### src/rtl/srcd_pkg.sv
package srcd_pkg;

  localparam int unsigned BYTE_W = 8;
  localparam int unsigned CFG_W  = 4;

  localparam logic [2:0] CMD_WRITE_BIT  = 3'd0;
  localparam logic [2:0] CMD_WRITE_BYTE = 3'd1;
  localparam logic [2:0] CMD_READ_BIT   = 3'd2;
  localparam logic [2:0] CMD_READ_BYTE  = 3'd3;
  localparam logic [2:0] CMD_FLUSH      = 3'd4;

  localparam logic KIND_READ   = 1'b0;
  localparam logic KIND_SERIAL = 1'b1;

  typedef struct packed {
    logic [2:0] cmd;
    logic [5:0] port_index;
    logic [2:0] register_index;
    logic [7:0] write_value;
    logic       shift_after;
  } req_t;

  typedef struct packed {
    logic       kind;
    logic [7:0] read_data;
    logic       serial_data;
    logic       last;
  } res_t;

  typedef struct packed {
    logic busy;
    logic valid;
    logic serial_data;
    logic last;
  } ser_status_t;

endpackage

### src/rtl/srcd_shadow.sv
module srcd_shadow #(
  parameter int unsigned MAX_CHIPS = 8,
  parameter int unsigned IDX_W     = 3
) (
  input  logic                              clk_i,
  input  logic                              rst_ni,
  input  logic                              bit_we_i,
  input  logic                              byte_we_i,
  input  logic [IDX_W-1:0]                  wr_idx_i,
  input  logic [2:0]                        bit_pos_i,
  input  logic                              bit_val_i,
  input  logic [srcd_pkg::BYTE_W-1:0]       byte_val_i,
  input  logic [IDX_W-1:0]                  rd_idx_i,
  output logic [srcd_pkg::BYTE_W-1:0]       rd_data_o
);

  logic [srcd_pkg::BYTE_W-1:0] shadow_q [MAX_CHIPS];
  logic [srcd_pkg::BYTE_W-1:0] shadow_d [MAX_CHIPS];

  always_comb begin
    shadow_d = shadow_q;
    if (byte_we_i) begin
      shadow_d[wr_idx_i] = byte_val_i;
    end else if (bit_we_i) begin
      shadow_d[wr_idx_i][bit_pos_i] = bit_val_i;
    end
  end

  always_ff @(posedge clk_i or negedge rst_ni) begin
    if (!rst_ni) begin
      for (int i = 0; i < MAX_CHIPS; i++) begin
        shadow_q[i] <= '0;
      end
    end else begin
      shadow_q <= shadow_d;
    end
  end

  assign rd_data_o = shadow_q[rd_idx_i];

endmodule

### src/rtl/srcd_ser.sv
module srcd_ser #(
  parameter int unsigned IDX_W = 3
) (
  input  logic                         clk_i,
  input  logic                         rst_ni,
  input  logic                         start_i,
  input  logic [IDX_W-1:0]             last_chip_i,
  input  logic [srcd_pkg::BYTE_W-1:0]  rd_data_i,
  output logic [IDX_W-1:0]             rd_idx_o,
  output srcd_pkg::ser_status_t        status_o
);

  localparam logic [1:0] ST_IDLE  = 2'd0;
  localparam logic [1:0] ST_LOAD  = 2'd1;
  localparam logic [1:0] ST_SHIFT = 2'd2;

  logic [1:0]                  state_q, state_d;
  logic [IDX_W-1:0]            cnt_q, cnt_d;
  logic [2:0]                  bit_q, bit_d;
  logic [srcd_pkg::BYTE_W-1:0] sr_q, sr_d;

  // fetch the current chip while loading, the next one down while shifting
  assign rd_idx_o = (state_q == ST_SHIFT && cnt_q != '0) ? cnt_q - 1'b1 : cnt_q;

  always_comb begin
    state_d = state_q;
    cnt_d   = cnt_q;
    bit_d   = bit_q;
    sr_d    = sr_q;
    unique case (state_q)
      ST_IDLE: begin
        if (start_i) begin
          cnt_d   = last_chip_i;
          state_d = ST_LOAD;
        end
      end
      ST_LOAD: begin
        sr_d    = rd_data_i;
        bit_d   = 3'd7;
        state_d = ST_SHIFT;
      end
      ST_SHIFT: begin
        if (bit_q == 3'd0) begin
          if (cnt_q == '0) begin
            state_d = ST_IDLE;
          end else begin
            cnt_d = cnt_q - 1'b1;
            sr_d  = rd_data_i;
            bit_d = 3'd7;
          end
        end else begin
          sr_d  = {sr_q[srcd_pkg::BYTE_W-2:0], 1'b0};
          bit_d = bit_q - 1'b1;
        end
      end
      default: state_d = ST_IDLE;
    endcase
  end

  always_ff @(posedge clk_i or negedge rst_ni) begin
    if (!rst_ni) begin
      state_q <= ST_IDLE;
      cnt_q   <= '0;
      bit_q   <= '0;
    end else begin
      state_q <= state_d;
      cnt_q   <= cnt_d;
      bit_q   <= bit_d;
    end
  end

  always_ff @(posedge clk_i) begin
    sr_q <= sr_d;
  end

  assign status_o.busy        = (state_q != ST_IDLE);
  assign status_o.valid       = (state_q == ST_SHIFT);
  assign status_o.serial_data = sr_q[srcd_pkg::BYTE_W-1];
  assign status_o.last        = (state_q == ST_SHIFT) && (cnt_q == '0) && (bit_q == 3'd0);

  a_bit_count_range: assert property (@(posedge clk_i) disable iff (!rst_ni)
    state_q == ST_LOAD |=> state_q == ST_SHIFT && bit_q == 3'd7)
    else $error("shift did not begin at bit 7 after load");

  a_last_ends_run: assert property (@(posedge clk_i) disable iff (!rst_ni)
    status_o.last |=> state_q == ST_IDLE)
    else $error("shift continued after last bit");

  a_start_loads: assert property (@(posedge clk_i) disable iff (!rst_ni)
    state_q == ST_IDLE && start_i |=> state_q == ST_LOAD && cnt_q == $past(last_chip_i))
    else $error("shift start did not load chip count");

endmodule

### src/rtl/shift_register_chain_driver_unit.sv
// Driver for a daisy chain of 8-bit serial-in parallel-out output registers. Bit and
// byte writes, reads and writes without a shift leave busy_o low, and a read reply shows
// on res_o in the cycle after the request, with res_valid_o high for that single cycle.
// A flush, or a write with shift_after set (a bit write only if its port is in range),
// holds busy_o high while it fetches the first shadow byte and then sends 8*n bits, n
// being the chip count clamped to 1..MAX_CHIPS: one serial bit per cycle out of the
// 8-bit shift register, last chip first and MSB first, with last set on the final bit.
// Results are strobed and cannot be held off, so the receiver must take every strobed
// cycle. cfg_ready_o is always high; change the chip count only while busy_o is low.
module shift_register_chain_driver_unit #(
  parameter int unsigned MAX_CHIPS = 8
) (
  input  logic                         clk_i,
  input  logic                         rst_ni,
  input  logic                         start_i,
  output logic                         busy_o,
  input  srcd_pkg::req_t               req_i,
  output logic                         res_valid_o,
  output srcd_pkg::res_t               res_o,
  input  logic                         cfg_valid_i,
  output logic                         cfg_ready_o,
  input  logic [srcd_pkg::CFG_W-1:0]   cfg_data_i
);

  localparam int unsigned IDX_W = (MAX_CHIPS > 1) ? $clog2(MAX_CHIPS) : 1;
  localparam logic [srcd_pkg::CFG_W-1:0] MaxCount = srcd_pkg::CFG_W'(MAX_CHIPS);

  logic [srcd_pkg::CFG_W-1:0]  chip_count_q;
  logic [srcd_pkg::CFG_W-1:0]  last_chip;
  logic                        accept;
  logic                        port_ok, reg_ok;
  logic [IDX_W-1:0]            port_chip, reg_chip;
  logic                        bit_we, byte_we, do_shift;
  logic [IDX_W-1:0]            rd_idx, ser_idx;
  logic [srcd_pkg::BYTE_W-1:0] rd_data;
  logic                        rd_valid_q;
  logic [srcd_pkg::BYTE_W-1:0] rd_data_q, rd_data_d;
  srcd_pkg::ser_status_t       ser_st;

  assign cfg_ready_o = 1'b1;

  always_ff @(posedge clk_i or negedge rst_ni) begin
    if (!rst_ni) begin
      chip_count_q <= srcd_pkg::CFG_W'(1);
    end else if (cfg_valid_i && cfg_ready_o) begin
      chip_count_q <= cfg_data_i;
    end
  end

  // clamp the count to 1..MAX_CHIPS and keep the number of the last chip
  always_comb begin
    priority if (chip_count_q == '0) begin
      last_chip = '0;
    end else if (chip_count_q > MaxCount) begin
      last_chip = MaxCount - 1'b1;
    end else begin
      last_chip = chip_count_q - 1'b1;
    end
  end

  assign accept    = start_i && !busy_o;
  assign port_ok   = {1'b0, req_i.port_index[5:3]} <= last_chip;
  assign reg_ok    = {1'b0, req_i.register_index} <= last_chip;
  assign port_chip = IDX_W'(req_i.port_index[5:3]);
  assign reg_chip  = IDX_W'(req_i.register_index);

  assign bit_we  = accept && (req_i.cmd == srcd_pkg::CMD_WRITE_BIT) && port_ok;
  assign byte_we = accept && (req_i.cmd == srcd_pkg::CMD_WRITE_BYTE) && reg_ok;
  assign do_shift = accept && ((bit_we && req_i.shift_after)
                  || (req_i.cmd == srcd_pkg::CMD_WRITE_BYTE && req_i.shift_after)
                  || (req_i.cmd == srcd_pkg::CMD_FLUSH));

  // the shifter owns the read port while busy
  assign rd_idx = ser_st.busy ? ser_idx
                : (req_i.cmd == srcd_pkg::CMD_READ_BYTE) ? reg_chip : port_chip;

  srcd_shadow #(
    .MAX_CHIPS (MAX_CHIPS),
    .IDX_W     (IDX_W)
  ) u_shadow (
    .clk_i      (clk_i),
    .rst_ni     (rst_ni),
    .bit_we_i   (bit_we),
    .byte_we_i  (byte_we),
    .wr_idx_i   (byte_we ? reg_chip : port_chip),
    .bit_pos_i  (req_i.port_index[2:0]),
    .bit_val_i  (req_i.write_value != '0),
    .byte_val_i (req_i.write_value),
    .rd_idx_i   (rd_idx),
    .rd_data_o  (rd_data)
  );

  srcd_ser #(
    .IDX_W (IDX_W)
  ) u_ser (
    .clk_i       (clk_i),
    .rst_ni      (rst_ni),
    .start_i     (do_shift),
    .last_chip_i (IDX_W'(last_chip)),
    .rd_data_i   (rd_data),
    .rd_idx_o    (ser_idx),
    .status_o    (ser_st)
  );

  always_comb begin
    rd_data_d = '0;
    if (req_i.cmd == srcd_pkg::CMD_READ_BYTE) begin
      rd_data_d = reg_ok ? rd_data : '0;
    end else if (port_ok) begin
      rd_data_d = {7'd0, rd_data[req_i.port_index[2:0]]};
    end
  end

  always_ff @(posedge clk_i or negedge rst_ni) begin
    if (!rst_ni) begin
      rd_valid_q <= 1'b0;
    end else begin
      rd_valid_q <= accept && (req_i.cmd == srcd_pkg::CMD_READ_BIT
                            || req_i.cmd == srcd_pkg::CMD_READ_BYTE);
    end
  end

  always_ff @(posedge clk_i) begin
    rd_data_q <= rd_data_d;
  end

  assign busy_o      = ser_st.busy;
  assign res_valid_o = rd_valid_q || ser_st.valid;

  always_comb begin
    if (rd_valid_q) begin
      res_o.kind        = srcd_pkg::KIND_READ;
      res_o.read_data   = rd_data_q;
      res_o.serial_data = 1'b0;
      res_o.last        = 1'b1;
    end else begin
      res_o.kind        = srcd_pkg::KIND_SERIAL;
      res_o.read_data   = '0;
      res_o.serial_data = ser_st.serial_data;
      res_o.last        = ser_st.last;
    end
  end

  a_no_result_clash: assert property (@(posedge clk_i) disable iff (!rst_ni)
    !(rd_valid_q && ser_st.valid))
    else $error("read reply and serial bit in the same cycle");

  a_flush_busy: assert property (@(posedge clk_i) disable iff (!rst_ni)
    accept && req_i.cmd == srcd_pkg::CMD_FLUSH |=> busy_o && !res_valid_o)
    else $error("flush request did not start a shift");

  a_no_write_when_busy: assert property (@(posedge clk_i) disable iff (!rst_ni)
    busy_o |-> !bit_we && !byte_we)
    else $error("shadow write while shifting");

endmodule

### config.mk
export PLATFORM = sky130hd
export DESIGN_NAME = shift_register_chain_driver_unit
export DESIGN_NICKNAME = d
export VERILOG_FILES = /design/src/rtl/srcd_pkg.sv /design/src/rtl/srcd_shadow.sv /design/src/rtl/srcd_ser.sv /design/src/rtl/shift_register_chain_driver_unit.sv
export SDC_FILE = /design/constraint.sdc
export NUM_CORES = 1
export LEC_CHECK = 0
export BUFFER_PORTS_ARGS = -buffer_cell sky130_fd_sc_hd__buf_2
export CORE_MARGIN = 3
export CORE_UTILIZATION = 33
export DETAILED_ROUTE_END_ITERATION = 12
export PLACE_DENSITY = 0.54
export SKIP_CTS_REPAIR_TIMING = 1
export SYNTH_ARGS = -nofsm -noshare
export SYNTH_HDL_FRONTEND = slang
export SYNTH_SLANG_ARGS = --single-unit
export TNS_END_PERCENT = 1
### constraint.sdc
create_clock -name clk_i -period 3.75 [get_ports clk_i]
set_clock_uncertainty 0.05 [all_clocks]
set_input_delay 0.75 -clock clk_i [delete_from_list [all_inputs] [get_ports clk_i]]
set_output_delay 0.75 -clock clk_i [all_outputs]
set_load 0.05 [all_outputs]
-- Word level (Yosys, flattened, before mapping)
Cells that the tools add are included.
Widths: inputs -> output; s select.
- flip-flop bits (word level): 93
- output and inout port bits: 14
- logic and storage cells: 111
- bits of input ports: 29
- equality and inequality tests: 11
- $add $sub $neg: 3
- multiplexer cells: 39
- bitwise gates (word level): 2
- reductions and logical operators: 33
- magnitude comparators: 8
- operators with widths (cell ; number):
    $bwmux 64 ; 2
    $mux 64 ; 2
    $mux 8 ; 8
    $demux 8 s3 ; 2
    $mux 3 ; 9
    $bmux 8 s3 ; 1
    $pmux 8 s2 ; 1
    $logic_and 1x1->1 ; 14
    $pmux 3 s2 ; 2
    $mux 11 ; 1
    $logic_not 3->1 ; 3
    $ge 4x4->1 const B ; 2
    $le 3x4->1 ; 2
    $mux 4 ; 2
    $not 3->4 ; 2
    $reduce_bool 2->1 ; 4
    $reduce_bool 8->1 ; 1
    $eq 3x2->1 const B ; 2
    $mux 2 ; 3
    $pmux 2 s3 ; 1
    $sub 3x1->3 const B ; 2
    $gt 4x4->1 const B ; 1
    $logic_not 4->1 ; 1
    $logic_or 1x1->1 ; 4
    other kinds (20) ; 24

-- Depth between registers and ports, before layout
- word-level depth: 14
- depth in mapped cells: 17
- depth with buffers taken out: 14

-- By module
Synthesis repeated with hierarchy kept, for this count alone.
- cell total of the unflattened synthesis: 470
- area total of the unflattened synthesis: 5746.8 µm²
- modules (own cells, without submodules) (module ; cells an instance ; area each (µm²) ; times used ; sequential area each (µm²)):
    srcd_shadow ; 282 ; 3808.7 ; 1 ; 1601.5
    srcd_ser ; 83 ; 979.7 ; 1 ; 440.4
    shift_register_chain_driver_unit ; 105 ; 958.4 ; 1 ; 286.5

-- Least setup slack after synthesis
No wires, ideal clock.
- kind: flip-flop to flip-flop
- start: register chip_count_q[0] (netlist bit)
- end: register u_shadow.shadow_q[38] (netlist bit)
- required time: 3.575 ns
- library setup time: 0.125 ns
- stages on the path, launching flop included: 18
- path buffers: 3
- clock period less this slack: 3.563 ns
- data arrival time: 3.388 ns
- setup slack: 0.187 ns
- cells stage by stage: dfstp_2 inv_1 ha_1 nand2b_1 nand2_1 a21o_1 ha_1 nor2b_1 o21ai_0 a211oi_2 or2_1 buf_6 mux2i_4 buf_6 buf_6 nor3_1 o21ai_0 mux2_2
- longest elaborated chain between the ends: 14
- elaborated cells on any way between the ends: 23
- those cells by class: 1 x add/sub; 5 x order compare; 11 x mux; 1 x bitwise; 5 x reduce/logical
- RTL lines (item ; line ; text):
    from (decl) ; shift_register_chain_driver_unit.sv:28 ; logic [srcd_pkg::CFG_W-1:0] chip_count_q;
    from (signal assigned) ; shift_register_chain_driver_unit.sv:44 ; chip_count_q <= srcd_pkg::CFG_W'(1);
    from (signal assigned) ; shift_register_chain_driver_unit.sv:46 ; chip_count_q <= cfg_data_i;
    $sub 4x1->4 / $gt 4x4->1 (equally long branches) ; shift_register_chain_driver_unit.sv:57, shift_register_chain_driver_unit.sv:54 ;
    $mux 4 ; shift_register_chain_driver_unit.sv:54 ; end else if (chip_count_q > MaxCount) begin
    $mux 4 * ; shift_register_chain_driver_unit.sv:52 ; priority if (chip_count_q == '0) begin
    $le 3x4->1 ; shift_register_chain_driver_unit.sv:63 ; assign reg_ok = {1'b0, req_i.register_index} <= last_chip;
    $logic_and 1x1->1 ; shift_register_chain_driver_unit.sv:68 ; assign byte_we = accept && (req_i.cmd == srcd_pkg::CMD_WRITE_BYTE) && reg_ok;
    $mux 3 ; shift_register_chain_driver_unit.sv:85 ; .wr_idx_i (byte_we ? reg_chip : port_chip),
    $not 3->4 (implied by the code) ; srcd_shadow.sv:23, srcd_shadow.sv:25 ;
    $ge 4x4->1 (implied by the code) / $lt 4x1->1 (equally long branches) ; srcd_shadow.sv:23, srcd_shadow.sv:25 ;
    $logic_and 1x1->1 (implied by the code) ; srcd_shadow.sv:23, srcd_shadow.sv:25 ;
    $mux 8 (implied by the code) ; srcd_shadow.sv:25 ; shadow_d[wr_idx_i][bit_pos_i] = bit_val_i;
    $demux 8 s3 ; srcd_shadow.sv:25 ;
    $bwmux 64 ; srcd_shadow.sv:25 ;
    $mux 64 ; srcd_shadow.sv:24 ; end else if (bit_we_i) begin
    $mux 64 ; srcd_shadow.sv:22 ; if (byte_we_i) begin
    to (signal assigned) ; srcd_shadow.sv:35 ; shadow_q <= shadow_d;
    to (decl) ; srcd_shadow.sv:17 ; logic [srcd_pkg::BYTE_W-1:0] shadow_q [MAX_CHIPS];
Every way passes the cells marked *; elsewhere a longest branch is shown, timed or not. The select of a mux whose other input is x is not followed.
A chain may end at the register's enable or synchronous reset.

-- Worst setup path in the final report
- start: register chip_count_q[0] (netlist bit)
- end: register u_shadow.shadow_q[39] (netlist bit)
The elaborated chain is that of the path after synthesis.

==> metrics.csv <==
stage,metric,value,unit
run_status,outcome,"finished, final reports clean",
setup_path,critPathBufInv,3,
power,ir_drop,0.325,mV
power,p_sw,1680,uW
synthesis,syn_area,0.00587,mm2
synthesis,syn_nets,638,
sta,setup_viol,0,
die,io_pins,43,
global_route,grt_pass1_vias,4718,
clock_tree,cts_made_buffers,9,
synthesis,yosys_warnings,0,
die,die_x,139,um
route,drt-initial-drc-count,389,
route,ant_nets,0,
synthesis,ys_types,63,
setup_path,cp_max_fo,8,
global_route,antenna_found_initial,0,
synthesis,ys.flop_type,dfrtp_1,
die,initial_core_util,33.8,%
worst_hold_path,min_path_type,reg -> reg,
route,route.detailed.drc,0,
sta,rsz0062_at_grt,false,
sta,fin_ws,0.146,ns
synthesis,async_flop_share,82.8,%
clock_tree,htree_levels,3,
global_route,grtUsageTotal,17.1,%
placed_design,io_buffers,41,
setup_path,worst_path_largest_cell_delay,0.56,ns
sta,fmax,277,MHz
clock_tree,cts_buffer_depth,2,
route,post_drt_wl_per_cell,18.9,um
sta,post-route-period-util,96.1,%
synthesis,ys_seq_area_share,39.6,%
job,drv_cap,0,
setup_path,cp_top_family,simple AND/OR/NAND/NOR gates,
placed_design,dpl.cell_count,865,
die,rows,48,
layout,antennaDiodeCount,0,
sta,worst_slew_pin_slew,1.03,ns
clock_tree,clkSinkCount,93,
power,power.clock.fraction,23.6,%
setup_path,crit_required,4.00,ns
placed_design,routabilityCongestion,0.874,
setup_path,cpMaxStageDelayCell,dfstp_2,
layout,register_area,0.00233,mm2
synthesis,synth_edf_count,8,
placed_design,hpwl,12.0,mm
layout,layout.nets,702,
die,die_h,139,um
power,p_int,2530,uW
route,via_count,4787,
die,die_area,0.0194,mm2
setup_path,cp-start-kind,register,
clock_tree,clockRootBuffer,clkbuf_16,
setup_path,path_class,reg -> reg,
route,wl,16.8,mm
placed_design,placed_area,0.00645,mm2
power,p_seq_share,31.7,%
synthesis,synthCells,595,
layout,post-route-cell-area,0.00691,mm2
layout,multi_input_area,0.00335,mm2
route,firstDrtPassIters,5,
sta,period_minus_slack,3.60,ns
setup_path,worstSetupEndpointType,register,
sta,hold_violations,0,
setup_path,crit_chain,inv_1 > ha_2 > nand2b_1 > nand2_1 > a21o_1 > ha_1 > nor2b_2 > o21ai_1 > a211oi_2 > or2_4 > buf_4 > mux2i_4 > buf_12 > or3b_4 > o21ai_0 > mux2_2,
power,finalPower,4210,uW
setup_path,arrival,3.85,ns
layout,syn2layout_area_growth,17.6,%
layout,fillCellCount,1712,
global_route,overflow,0,
power,total_leakage_power,0.00307,uW
power,p_per_area,609,mW/mm2
sta,final_max_slew_viol_count,0,
global_route,grt_pass1_wl,26.0,mm
clock_tree,clk_pin_slew,0.07,ns
placed_design,post-place-ws,-0.169,ns
power,pwr-share-comb,44.7,%
power,switching_share,39.9,%
layout,final_core_util,39.8,%
layout,stdcell_count,889,
synthesis,synth_seq_cells,93,
clock_tree,clock_latency,0.35,ns
clock_tree,tritoncts,yes,
route,viasPerCell,5.38,
sta,timing.slew.headroom,31.1,%
die,coreArea,0.0174,mm2
synthesis,postSynthAreaPerCell,9.87,um2
global_route,grt_max_degree,78,
layout,drive_above_1_share,33.7,%
[final cells by class]
class,count,area share (%)
sequential,93,33.7
inverter,24,1.30
timing repair buffer,83,7.88
clock inverter,7,1.29
tap,225,4.08
clock buffer,9,3.26
multi-input combinational,448,48.5
[cells in the mapped netlist, types with 5 or more instances]
cell	instances	area, um2
nor3_1	21	105
o31ai_1	6	45.0
o21ai_0	27	135
buf_2	9	45.0
nor2_2	8	50.1
nand2b_1	8	50.1
nor2_1	72	270
clkbuf_1	13	48.8
mux2i_1	31	310
o211ai_1	7	52.6
inv_1	23	86.3
o21ai_1	8	40.0
a21o_1	9	67.6
and2_1	8	50.1
or3_1	5	31.3
nor2b_1	8	50.1
a21oi_1	15	75.1
mux2_2	74	833
dfrtp_1	76	1900
dfxtp_1	8	160
nand2_1	43	161
nand3_1	12	60.1
and3_1	5	31.3
o22ai_1	9	56.3
edfxtp_1	8	240
mux2_4	8	120
ha_1	14	175
[per-layer routing]
layer	vias to the layer above	wire [um]	track usage, %
met2	142	7840	27.2
met5	-	0	0
li1	2246	-	-
met4	0	321	4.58
met3	24	966	5.09
met1	2375	7670	22.8
[cell usage in the layout, fill, tap and decap left out, types with 4 or more instances in the layout]
cell type / Yosys / layout
o211ai_1: 7 / 7
a21o_1: 9 / 9
nor3_1: 21 / 18
nand3_1: 12 / 12
dfrtp_1: 76 / 76
and3_1: 5 / 5
ha_1: 14 / 13
inv_1: 23 / 23
nor2_2: 8 / 8
clkbuf_16: 0 / 9
edfxtp_1: 8 / 8
buf_4: 3 / 38
o31ai_1: 6 / 6
and2_1: 8 / 8
or3_1: 5 / 5
a21oi_1: 15 / 14
nand2_2: 0 / 4
nand2_1: 43 / 39
mux2i_1: 31 / 31
nor3_2: 1 / 4
mux4_2: 4 / 4
buf_2: 9 / 41
o21ai_1: 8 / 7
nor2b_1: 8 / 7
o22ai_1: 9 / 9
clkinv_2: 0 / 4
dfxtp_1: 8 / 8
nand2b_1: 8 / 7
mux2_2: 74 / 74
mux2_4: 8 / 8
o21ai_0: 27 / 25
nor2_1: 72 / 72
[metrics by stage]
stage          setup TNS, ns  hold slack, ns
2_1_floorplan              0           0.399
3_3_place_gp          -0.168           0.421
3_5_place_dp           -1.62           0.432
4_1_cts                -2.06           0.447
5_1_grt                    0           0.461
6_report                   0           0.443
[cells by family after synthesis]
| logic type | count (synthesis) | share of synthesized area, % |
|---|---|---|
| buf+inv | 54 | 4.35 |
| other cells | 1 | 0.0639 |
| mux | 120 | 24.0 |
| flops | 93 | 39.6 |
| fa+ha+maj | 14 | 2.98 |
| simple gates | 211 | 17.3 |
| compound gates | 102 | 11.7 |
[power by group through the flow]
stage	clock network (uW)	logic (uW)	registers, uW
floorplan	0	1280	1320
global placement	0	1800	1340
detailed placement	0	1840	1350
CTS	1030	1850	1330
global route	1060	2030	1350
finish	994	1880	1330
[path summary, 6_finish.rpt]
check	start	to	slack [ns]	cells past startpoint
setup / recovery	chip_count_q[0]	u_shadow.shadow_q[39]	0.15	16
hold / removal	u_shadow.shadow_q[63]	u_shadow.shadow_q[63]	0.44	1
hold reg to reg	u_shadow.shadow_q[63]	u_shadow.shadow_q[63]	0.44	1
setup reg to reg	chip_count_q[0]	u_shadow.shadow_q[39]	0.15	16
max in group asynchronous	rst_ni	u_shadow.shadow_q[14]	2.46	1
min in group asynchronous	rst_ni	u_ser.cnt_q[2]	0.53	1
[registers in the layout (all words and copies together) (netlist names)]
name / cells
u_ser.cnt_q: 3
u_ser.bit_q: 3
u_ser.state_q: 2
chip_count_q: 4
rd_data_q: 8
u_shadow.shadow_q: 64
rd_valid_q: 1
u_ser.sr_q: 8
No activity file was read; power rests on OpenSTA's default activity.
